[src/design/tccw_pkg.sv]
`default_nettype none

package tccw_pkg;

    // Screen geometry
    localparam int COLS   = 80;
    localparam int ROWS   = 25;
    localparam int CELLS  = COLS * ROWS;

    // Field widths
    localparam int ROW_W  = 5;
    localparam int COL_W  = 7;
    localparam int CHAR_W = 8;
    localparam int CELL_W = 16;
    localparam int ADDR_W = $clog2(CELLS);
    localparam int CNT_W  = $clog2(CELLS + 1);

    // Character codes and attribute reset
    localparam logic [CHAR_W-1:0] NEWLINE_CODE = 8'h0A;
    localparam logic [CHAR_W-1:0] BLANK_CODE   = 8'h20;
    localparam logic [7:0]        ATTR_RESET   = 8'h0F;

    // Register map (word index)
    localparam logic REG_ATTR = 1'b0;

    typedef enum logic [1:0] {
        FUNC_PUT   = 2'd0,
        FUNC_CLEAR = 2'd1,
        FUNC_READ  = 2'd2,
        FUNC_NOP   = 2'd3
    } func_t;

    // Controller -> datapath
    typedef struct packed {
        logic load_in;
        logic exec;
        logic blank_step;
        logic load_out;
    } tccw_cmd_t;

    // Datapath -> controller
    typedef struct packed {
        logic blank_needed;
        logic blank_last;
        logic out_free;
    } tccw_status_t;

endpackage

`default_nettype wire

[src/design/tccw_ctrl.sv]
`default_nettype none

module tccw_ctrl
    import tccw_pkg::*;
(
    input  wire logic         aclk,
    input  wire logic         aresetn,
    input  wire logic         s_tvalid,
    output logic              s_tready,
    input  tccw_status_t      status,
    output tccw_cmd_t         cmd
);

    typedef enum logic [1:0] {
        ST_IDLE,
        ST_EXEC,
        ST_BLANK,
        ST_DONE
    } state_t;

    state_t state_reg, state_next;
    logic   ready_reg;

    always_comb begin
        state_next = state_reg;
        cmd        = '0;
        case (state_reg)
            ST_IDLE: begin
                if (s_tvalid && ready_reg) begin
                    cmd.load_in = 1'b1;
                    state_next  = ST_EXEC;
                end
            end
            ST_EXEC: begin
                cmd.exec   = 1'b1;
                state_next = status.blank_needed ? ST_BLANK : ST_DONE;
            end
            ST_BLANK: begin
                cmd.blank_step = 1'b1;
                if (status.blank_last) begin
                    state_next = ST_DONE;
                end
            end
            ST_DONE: begin
                if (status.out_free) begin
                    cmd.load_out = 1'b1;
                    state_next   = ST_IDLE;
                end
            end
            default: begin
                state_next = ST_IDLE;
            end
        endcase
    end

    always_ff @(posedge aclk) begin
        if (!aresetn) begin
            state_reg <= ST_IDLE;
            ready_reg <= 1'b1;
        end else begin
            state_reg <= state_next;
            ready_reg <= (state_next == ST_IDLE);
        end
    end

    assign s_tready = ready_reg;

endmodule

`default_nettype wire

[config.mk]
export PLATFORM = sky130hd
export DESIGN_NAME = tccw_ctrl
export DESIGN_NICKNAME = d
export VERILOG_FILES = /design/src/design/tccw_pkg.sv /design/src/design/tccw_ctrl.sv
export SDC_FILE = /design/constraint.sdc
export NUM_CORES = 1
export LEC_CHECK = 0
export BUFFER_PORTS_ARGS = -buffer_cell sky130_fd_sc_hd__clkbuf_2
export CORE_AREA = 10 10 47 49
export DETAILED_ROUTE_END_ITERATION = 8
export DIE_AREA = 0 0 57 59
export HOLD_SLACK_MARGIN = 0.02
export SLEW_MARGIN = 20
export SYNTH_ARGS = -nofsm -noshare
export SYNTH_HDL_FRONTEND = slang
export SYNTH_SLANG_ARGS = --single-unit
[constraint.sdc]
create_clock -name aclk -period 1.6 [get_ports aclk]
set_input_delay 0.24 -clock aclk [delete_from_list [all_inputs] [get_ports aclk]]
set_output_delay 0.24 -clock aclk [all_outputs]
set_load 0.05 [all_outputs]
Word-level counts from Yosys, hierarchy flattened
Index checks and enable logic that the tools add are counted.
{"block": "totals", "mem_count": 0, "wordCells": 19, "rom_bits": 0, "regBits": 3, "mem_bits_rw": 0, "latch_bits": 0, "inputBits": 6}
{"block": "op_classes", "n_mul": 0, "bitwise_logic": 0, "n_eq_ne": 3, "reduce_logical": 3, "shifts": 0, "mux": 11, "order_cmp": 0, "div_mod_pow": 0, "n_addsub": 0}
{"cell": "$pmux W2 S4", "count": 1}
{"cell": "$mux W1", "count": 7}
{"cell": "$mux W2", "count": 3}
{"cell": "$eq A2 B2 Y1 const B", "count": 2}
{"cell": "$logic_not A2 Y1", "count": 2}
{"cell": "$eq A2 B1 Y1 const B", "count": 1}
{"cell": "$logic_and A1 B1 Y1", "count": 1}

Depth between registers and ports, before layout
Gate-level depths: netlist (run 1).
{"block": "depth", "ltp_word": 4, "mapped_depth": 3, "mapped_depth_nobuf": 3}

Least setup slack after synthesis (run 1)
Ideal clock, no wire load.
{"block": "synth_timing", "path_type": "register -> register", "start": "register state_reg[1]", "end": "register state_reg[0]", "t_required_ns": 1.534, "arrival_time_ns": 1.447, "n_path_buf": 0, "synth_period_minus_slack_ns": 1.513, "stages_incl_launch_ff": 4, "slack_ns": 0.087, "setup_time_ns": 0.066, "path_cell_list": "dfxtp_1 -> nor2b_1 -> a221oi_2 -> nor2b_1"}
{"block": "synth_via", "elab_chain_len": 2, "elab_cells_between_ends": 5, "cone_classes": "3 x eq/ne; 1 x mux; 1 x reduce/logical"}
{"element": "start: declaration", "line": "tccw_ctrl.sv:21", "text": "state_t state_reg, state_next;"}
{"element": "start signal: assignment", "line": "tccw_ctrl.sv:61", "text": "state_reg <= state_next;"}
{"element": "$eq A2 B2 Y1, or another cell as far along", "line": "tccw_ctrl.sv:27", "text": "case (state_reg)"}
{"element": "$pmux W2 S4 *", "line": "tccw_ctrl.sv:27"}
Mark *: on every way between the ends. The rest lies on a longest branch, timed or not.
A chain may end at the register's enable or synchronous reset.

==> results by group, run 1 <==
Run status
  • Outcome: finished clean

Timing
  • Clk_skew: around 0.0010 ns
  • Final Setup Violations: 0
  • Final number of hold-violating endpoints: 0
  • Post-route minimum period: approximately 1.5 ns
  • Crit share post-route: between 90% and 100%
  • Worst slew margin: roughly 80%
  • Worst-margin pin slew: between 0.2 and 0.3 ns
  • RSZ-0062 raised after global routing: false
  • F_max: 0.685 GHz
  • Post-route setup TNS: 0 ns
  • Slew Limit Fails: 0

Clock tree
  • CTS Hold Buffers Added: 0
  • Clk buf depth: 2
  • CTS tree: built
  • CTS sink cnt: 3
  • Setup Fix Bufs, Post-CTS: 0
  • Htree depth: 1
  • Clk pin slew, worst setup/hold paths: around 0.04 ns
  • Worst skew pair latency: 0.23 ns
  • TritonCTS Buffers: 3
  • CTS root buf: clkbuf_4
  • Resize count post-CTS: 0

Floorplanning
  • IO Pins: 11
  • Core area: about 1400 µm²
  • Die H: 59 µm
  • Num rows: 14
  • Initial Utilization: between 10% and 20%
  • Die Footprint: 3360 µm²
  • Die X: roughly 57 µm

Finish
  • Fin nets: 35
  • Non-Filler Cell Area, Final: around 240 µm²
  • Layout cells sized above 1: 53.6%
  • Synth-to-layout area growth: 65.8%
  • Fill cells: approximately 160
  • Antenna cells: 0
  • Max reg flops: 2

Power and ir drop
  • Power per cell area: between 1000 and 1500 nW/µm²
  • Final Power: between 0.0003 and 0.0004 W
  • Peak VDD IR: roughly 0.25 mV
  • Leak: approximately 0.12 nW

Logic synthesis
  • Post-synth EDFFs: 0
  • Cell Area, Synth: ~150 µm²
  • Yosys top cell area share: between 40% and 50%
  • Sequential area share after synthesis: 41.0%
  • Largest family of logic cells by synthesized area: simple AND/OR/NAND/NOR gates
  • Yosys top cell by area: dfxtp_1
  • Synth Area in XOR/XNOR: 0%
  • Post-Synth Adder-Cell Area: 0%
  • Syn Inst Count: 14
  • Synth cell types: 10
  • Most used flip-flop cell after synthesis: dfxtp_1
  • Top cells by area, synth: dfxtp_1, and4bb_4, a221oi_2
  • Mux contribution to synthesized area: under 10%
  • Syn Nets: 20
  • Yosys reg bits: 3
  • Synth top cells by count: dfxtp_1, nor2_1, nor2b_1
  • Post-synthesis simple-gate area fraction: about two fifths
  • Asr flop ratio synth: 0%
  • Avg Cell Area, Syn: roughly 10 µm²
  • Yosys warnings: 0
  • Compound-gate portion of the synthesized area: a little over an eighth
  • Top-count cell post-synth: dfxtp_1

Global routing
  • Global route total overflow: 0
  • Antenna violations before repair: 0
  • Pin count of the biggest net entering global routing: 7
  • First-pass GRT wire length: around 660 µm
  • Vias in the first global route: between 150 and 200
  • GR Util All Layers: approximately 2.8%

Placed design
  • PortBufs: 10
  • DP Area: ~220 µm²
  • GP Congestion: about 0.66
  • Final HPWL DP: roughly 370 µm

Drt
  • Final WL: approximately 440 µm
  • Per-cell routed wire length: 10.0 µm
  • Vias per inst: between 3 and 4
  • Pre-Repair DR Iteration Count: 1
  • Initial DRC count: 0
  • # DRC: 0
  • DR vias: between 100 and 150
  • Post-DRT Antenna Nets: 0

Setup path
  • Critical Path End Type: output pin
  • Worst Setup Path Type: flip-flop to output pin
  • Worst EP required: about 1.4 ns
  • Startpoint Class: flip-flop
  • Critical Path Fanout Max: 6
  • Arr. time, crit path: approximately 1.2 ns

Hold path
  • HP Class: input port to flip-flop

Flow run
  • # Max-Cap Violations: 0
==> routing by layer <==
layer  GRT usage [%]  vias to the layer above  wire length, µm
li1                -                       80                -
met1            2.49                       58              210
met2            2.79                        9              144
met3            3.65                        0               86
met4            3.02                        0                0
met5               0                        -                0
==> layout by cell type, fill, tap and decap left out <==
cell      netlist  routed
and2b_1         1       1
clkbuf_1        0       1
dfxtp_1         3       3
mux2i_1         1       1
o21ai_1         1       1
nor2b_1         2       2
and2_1          1       1
nor2_1          2       2
and4bb_4        1       1
clkbuf_4        0       3
and3_1          1       1
clkbuf_2        0      10
a221oi_2        1       1
==> critical path, stage by stage (launching register included) <==
cell and delay (ns):
dfxtp_1 0.34, and4bb_4 0.37, clkbuf_2 0.28
==> power breakdown <==
group / internal, W / switching, W
clock: 0.0000933 / 0.0000371
sequential: 0.0000877 / 0.0000128
combinational: 0.0000426 / 0.0000886
==> area by class of cell <==
class	instances	area [µm²]	share of cell area, %
Clock buffer	4	26.3	10.8
Multi-Input combinational cell	11	86.3	35.6
Tap cell	16	20.0	8.25
Sequential cell	3	60.1	24.7
Timing Repair Buffer	10	50.0	20.6
==> final timing paths <==
check	end	start	slack [ns]	depth (start not counted)
worst max-delay path	cmd[3]	state_reg[1]$_SDFF_PN0_	0.14	2
worst min-delay path	s_tready$_SDFF_PN1_	aresetn	0.21	2
worst min register to register	state_reg[0]$_SDFF_PN0_	state_reg[0]$_SDFF_PN0_	0.61	2
worst max register to register	state_reg[0]$_SDFF_PN0_	state_reg[1]$_SDFF_PN0_	0.59	3
==> logic make-up (layout without fill, tap and decap cells) <==
kind of cell / after synthesis / count (layout)
muxes: 1 / 1
DFF: 3 / 3
and+or+nand+nor: 8 / 8
AOI/OAI and AO/OA: 2 / 2
buffers and inverters: 0 / 14
==> stage by stage <==
step | instances | worst slack, ns | hold WS (ns) | util, %
after floorplan | 14 | 0.0870 | 0.320 | -
after global placement | 40 | 0.390 | 0.430 | 15.4
after detailed placement | 40 | 0.387 | 0.444 | 15.4
after CTS | 44 | 0.133 | 0.198 | 17.3
after global routing | 44 | 0.104 | 0.238 | 17.3
final | 44 | 0.140 | 0.207 | 17.3
Power figures use the tool's default switching activity.
==> inputs of run 2 (changes only) <==
==> constraint.sdc (replaced) <==
create_clock -name aclk -period 1.6 [get_ports aclk]
set_input_delay 0.16 -clock aclk [delete_from_list [all_inputs] [get_ports aclk]]
set_output_delay 0.16 -clock aclk [all_outputs]
set_load 0.05 [all_outputs]
==> run 2 against run 1 <==
  * Utilization is the same
  * Clock skew about the same
  * Setup slack improved by 0.065 ns
  * Register-to-register slack about the same
  * Sequential cell count unchanged
  * Die area did not move
  * Total power is 0.48% higher
  * First-iteration DRC count stayed put
  * Clock power about the same
  * Combinational power barely moved
  * Final cell count unchanged
  * Critical endpoint unchanged
  * Largest cell class unchanged
==> results by group, run 2 (synthesis results as in run 1) <==
Run status
  • Outcome: finished clean

Power and ir drop
  • Internal Pwr Total: between 0.0002 and 0.00025 W
  • Power per cell area: between 1000 and 1500 nW/µm²
  • P_sw: between 0.0001 and 0.00015 W
  • Leak: about 0.12 nW
  • Clock share of power: a little over a third
  • Peak VDD IR: 0.469 mV
  • Combinational power share: ~36%
  • Switching Fraction: 38.5%
  • Share of power burned in registers: 27.7%

Drt
  • Per-cell routed wire length: 9.70 µm
  • Initial DRC count: 0
  • Vias per inst: roughly 3.4
  • Post-DRT Antenna Nets: 0
  • Final WL: 427 µm
  • Pre-Repair DR Iteration Count: 1
  • # DRC: 0
  • DR vias: around 150

Clock tree
  • Resize count post-CTS: 0
  • CTS Hold Buffers Added: 0
  • Setup Fix Bufs, Post-CTS: 0
  • Clk buf depth: 2
  • CTS root buf: clkbuf_4
  • CTS tree: built
  • Htree depth: 1
  • TritonCTS Buffers: 3
  • Worst skew pair latency: 0.23 ns
  • Clk pin slew, worst setup/hold paths: around 0.040 ns
  • CTS sink cnt: 3

Timing
  • Final number of hold-violating endpoints: 0
  • Clk_skew: between 0.0007 and 0.0008 ns
  • Post-route setup TNS: 0 ns
  • Slew Limit Fails: 0
  • Worst-margin pin slew: between 0.2 and 0.3 ns
  • Final Setup Violations: 0
  • F_max: around 0.72 GHz
  • RSZ-0062 raised after global routing: false
  • Worst slew margin: about 80%
  • Worst setup margin: 0.205 ns
  • Crit share post-route: around 87%
  • Post-route minimum period: roughly 1.4 ns

Setup path
  • Worst EP required: between 1 and 1.5 ns
  • Max stage delay on crit path: ~0.37 ns
  • Worst Setup Path Type: flip-flop to output pin
  • Arr. time, crit path: about 1.2 ns
  • Critical Path End Type: output pin
  • Startpoint Class: flip-flop
  • CP max stage cell: and4bb_4
  • Critical Path Fanout Max: 6
  • Crit-path cells: and4bb_4 -> clkbuf_2

Floorplanning
  • Num rows: 14
  • IO Pins: 11
  • Die H: between 50 and 60 µm
  • Die X: 57 µm
  • Initial Utilization: 10.4%
  • Die Footprint: 3360 µm²
  • Core area: 1400 µm²

Placed design
  • GP Congestion: 0.653
  • PortBufs: 10
  • Final HPWL DP: 353 µm
  • Pre-CTS setup slack: about 0.45 ns

Global routing
  • First-pass GRT wire length: 627 µm
  • Global route total overflow: 0
  • Vias in the first global route: ~150
  • Pin count of the biggest net entering global routing: 7
  • Antenna violations before repair: 0
  • GR Util All Layers: approximately 2.8%

Finish
  • Max reg flops: 2
  • Antenna cells: 0
  • Fin nets: 35
  • Fill cells: ~170
  • Most common cell after layout, fill and taps aside: clkbuf_2
  • Layout cells sized above 1: a little over half
  • Synth-to-layout area growth: 65.8%
  • Most frequent cells in the layout: clkbuf_2, clkbuf_4, dfxtp_1

Hold path
  • HP Class: input port to flip-flop

Flow run
  • # Max-Cap Violations: 0
[run 2: critical path: cells and delay by family (launching register included)]
kind	cells	cell delay [ns]
buf+inv	1	0.28
simple gates	1	0.37
flops	1	0.35
[run 2: per-layer routing]
metal / GRT usage [%] / up-vias / routed length [µm]
li1: - / 78 / -
met1: 2.61 / 58 / 189
met2: 2.17 / 13 / 118
met3: 5.36 / 0 / 119
met4: 1.01 / 0 / 0
met5: 0 / - / 0
[run 2: path summary, 6_finish.rpt]
path / slack (ns) / start / to / depth (start not counted)
setup / recovery: 0.20 / state_reg[1]$_SDFF_PN0_ / cmd[3] / 2
hold / removal: 0.12 / aresetn / s_tready$_SDFF_PN1_ / 2
setup reg to reg: 0.58 / state_reg[1]$_SDFF_PN0_ / state_reg[0]$_SDFF_PN0_ / 3
hold reg to reg: 0.61 / state_reg[0]$_SDFF_PN0_ / state_reg[0]$_SDFF_PN0_ / 2
[run 2: power by group through the flow]
stage | Sequential, W | Clock, W | Combinational, W
final | 0.000101 | 0.000132 | 0.000131
after floorplan | 0.000115 | 0 | 0.0000877
after global routing | 0.000102 | 0.000152 | 0.000142
after detailed placement | 0.000102 | 0 | 0.000133
after CTS | 0.000101 | 0.000141 | 0.000133
after global placement | 0.000102 | 0 | 0.000132
[run 2: layout make-up]
| class | instances | area (µm²) | share of cell area (%) |
|---|---|---|---|
| well taps | 16 | 20.0 | 8.25 |
| clock buffers | 4 | 26.3 | 10.8 |
| flip-flops and latches | 3 | 60.1 | 24.7 |
| repair buffers | 10 | 50.0 | 20.6 |
| multi-input cells | 11 | 86.3 | 35.6 |
[run 2: metrics by stage]
stage	area, µm²	hold WS (ns)	utilization, %	std cells	power, W
6_report	243	0.119	17.3	44	0.000364
2_1_floorplan	146	0.240	-	14	0.000203
5_1_grt	243	0.133	17.3	44	0.000396
4_1_cts	243	0.112	17.3	44	0.000375
3_3_place_gp	216	0.351	15.4	40	0.000234
3_5_place_dp	216	0.358	15.4	40	0.000235
==> inputs of run 3 (changes only) <==
--- a/config.mk
+++ b/config.mk
@@ -7,9 +7,11 @@
 export LEC_CHECK = 0
 export BUFFER_PORTS_ARGS = -buffer_cell sky130_fd_sc_hd__clkbuf_2
 export CORE_AREA = 10 10 47 49
+export CTS_BUF_LIST = sky130_fd_sc_hd__clkbuf_16
 export DETAILED_ROUTE_END_ITERATION = 8
 export DIE_AREA = 0 0 57 59
 export HOLD_SLACK_MARGIN = 0.02
+export MAX_ROUTING_LAYER = met4
 export SLEW_MARGIN = 20
 export SYNTH_ARGS = -nofsm -noshare
 export SYNTH_HDL_FRONTEND = slang
==> run 3 against run 2 <==
  * Via count down 2.7%
  * First-iteration DRC count unchanged
  * Combinational power about the same
  * Sequential power about the same
  * Clock-buffer cell count down 1
  * Hold slack better by 0.012 ns
  * Setup slack better by 0.013 ns
  * Global-route usage up 0.34 points
==> results by group, run 3 (synthesis results as in run 1) <==
Finish
  • Multi-input logic area: about 86 µm²
  • Antenna cells: 0
  • Synth-to-layout area growth: 102%
  • Fill cells: around 170
  • Max reg flops: 2
  • Most frequent cells in the layout: clkbuf_2, clkbuf_16, dfxtp_1
  • Seq. cell area: roughly 60 µm²
  • Layout cells sized above 1: 53.6%
  • Fin nets: 35
  • Most common cell after layout, fill and taps aside: clkbuf_2

Setup path
  • RR Startpoint: state_reg[1]$_SDFF_PN0_
  • RR Endpoint: state_reg[0]$_SDFF_PN0_
  • Startpoint Class: flip-flop
  • Max stage delay on crit path: roughly 0.37 ns
  • Worst Setup Path Type: flip-flop to output pin
  • Critical Path End Type: output pin
  • R2r setup slk: ~0.58 ns
  • Worst path bufs/invs: 1
  • CP top delay family: simple AND/OR/NAND/NOR gates
  • CP max stage cell: and4bb_4
  • Worst Reg-to-Reg Cells: 3
  • Critical Path Fanout Max: 6
  • Arr. time, crit path: roughly 1.2 ns
  • Crit-path cells: and4bb_4 -> clkbuf_2
  • Worst EP required: about 1.4 ns

Hold path
  • Hold Path End: s_tready$_SDFF_PN1_
  • Hold path cells: 2
  • HP Class: input port to flip-flop
  • HP Start: aresetn

Drt
  • # DRC: 0
  • Final WL: ~440 µm
  • DR vias: approximately 150
  • Per-cell routed wire length: between 9 and 10 µm
  • Pre-Repair DR Iteration Count: 1
  • Vias per inst: approximately 3.3
  • Initial DRC count: 0
  • Post-DRT Antenna Nets: 0

Timing
  • Hold Worst Slack: 0.132 ns
  • Worst setup margin: about 0.22 ns
  • Post-route minimum period: about 1.4 ns
  • Clk_skew: ~0.0019 ns
  • F_max: between 0.7 and 0.8 GHz
  • Crit share post-route: between 80% and 90%
  • Slew Limit Fails: 0
  • Final number of hold-violating endpoints: 0
  • RSZ-0062 raised after global routing: false
  • Final Setup Violations: 0
  • Post-route setup TNS: 0 ns
  • Worst slew margin: just over 80%
  • Worst-margin pin slew: between 0.2 and 0.3 ns

Power and ir drop
  • Final Power: 0.000615 W
  • Internal Pwr Total: around 0.00045 W
  • Peak VDD IR: approximately 0.76 mV
  • Share of power burned in registers: between 10% and 20%
  • Leak: roughly 0.15 nW
  • P_sw: 0.000163 W
  • Clock share of power: 62.3%
  • Combinational power share: between 20% and 30%
  • Power per cell area: around 2100 nW/µm²
  • Switching Fraction: 26.5%

Global routing
  • Global route total overflow: 0
  • Pin count of the biggest net entering global routing: 7
  • GR Util All Layers: 3.11%
  • Antenna violations before repair: 0
  • Vias in the first global route: between 150 and 200
  • First-pass GRT wire length: about 660 µm

Floorplanning
  • Initial Utilization: between 10% and 20%
  • IO Pins: 11
  • Die H: slightly below 60 µm
  • Die Footprint: ~3400 µm²
  • Core area: approximately 1400 µm²
  • Die X: 57 µm
  • Num rows: 14

Clock tree
  • CTS sink cnt: 3
  • Clk buf depth: 2
  • Worst skew pair latency: about 0.22 ns
  • Setup Fix Bufs, Post-CTS: 0
  • CTS tree: built
  • TritonCTS Buffers: 3
  • Resize count post-CTS: 0
  • Htree depth: 1
  • Clk pin slew, worst setup/hold paths: ~0.030 ns
  • CTS Hold Buffers Added: 0
  • CTS root buf: clkbuf_16

Placed design
  • Final HPWL DP: approximately 350 µm
  • Pre-CTS setup slack: around 0.45 ns
  • GP Congestion: around 0.66
  • PortBufs: 10

Run status
  • Outcome: finished clean

Flow run
  • # Max-Cap Violations: 0
==> run 3: how the worst max path moves through the flow <==
stage                       startpoint                       to  slack [ns]  cells after the start
6_report       state_reg[1]$_SDFF_PN0_                   cmd[3]        0.22                      2
5_1_grt        state_reg[1]$_SDFF_PN0_                   cmd[3]        0.18                      2
4_1_cts        state_reg[1]$_SDFF_PN0_                   cmd[3]        0.21                      2
3_5_place_dp   state_reg[1]$_SDFF_PN0_                   cmd[3]        0.45                      2
3_3_place_gp   state_reg[1]$_SDFF_PN0_                   cmd[3]        0.45                      2
2_1_floorplan  state_reg[1]$_SDFF_PN0_  state_reg[0]$_SDFF_PN0_        0.09                      3
==> run 3: power groups by stage <==
stage          Clock [W]  Sequential, W  Combinational [W]
6_report        0.000383       0.000101           0.000131
2_1_floorplan          0       0.000115          0.0000877
3_3_place_gp           0       0.000102           0.000132
3_5_place_dp           0       0.000102           0.000133
5_1_grt         0.000406       0.000102           0.000141
4_1_cts         0.000395       0.000101           0.000133
==> run 3: layout make-up <==
class | count | share of cell area (%)
timing repair buffer | 10 | 16.9
clock inverter | 1 | 1.27
multi-input combinational | 11 | 29.2
clock buffer | 3 | 25.4
tap | 16 | 6.78
sequential | 3 | 20.3
==> run 3: metal layers <==
metal | wire length (µm) | share of wire (%) | GRT usage, %
met1 | 199 | 46 | 2.85
met2 | 128 | 29 | 2.17
met3 | 108 | 25 | 5.58
met4 | 0 | 0 | 2.01
met5 | 0 | 0 | -
==> run 3: stage by stage <==
step | area [µm²] | instances | util (%)
2_1_floorplan | 146 | 14 | -
3_5_place_dp | 216 | 40 | 15.4
4_1_cts | 295 | 44 | 21.1
3_3_place_gp | 216 | 40 | 15.4
6_report | 295 | 44 | 21.1
5_1_grt | 295 | 44 | 21.1
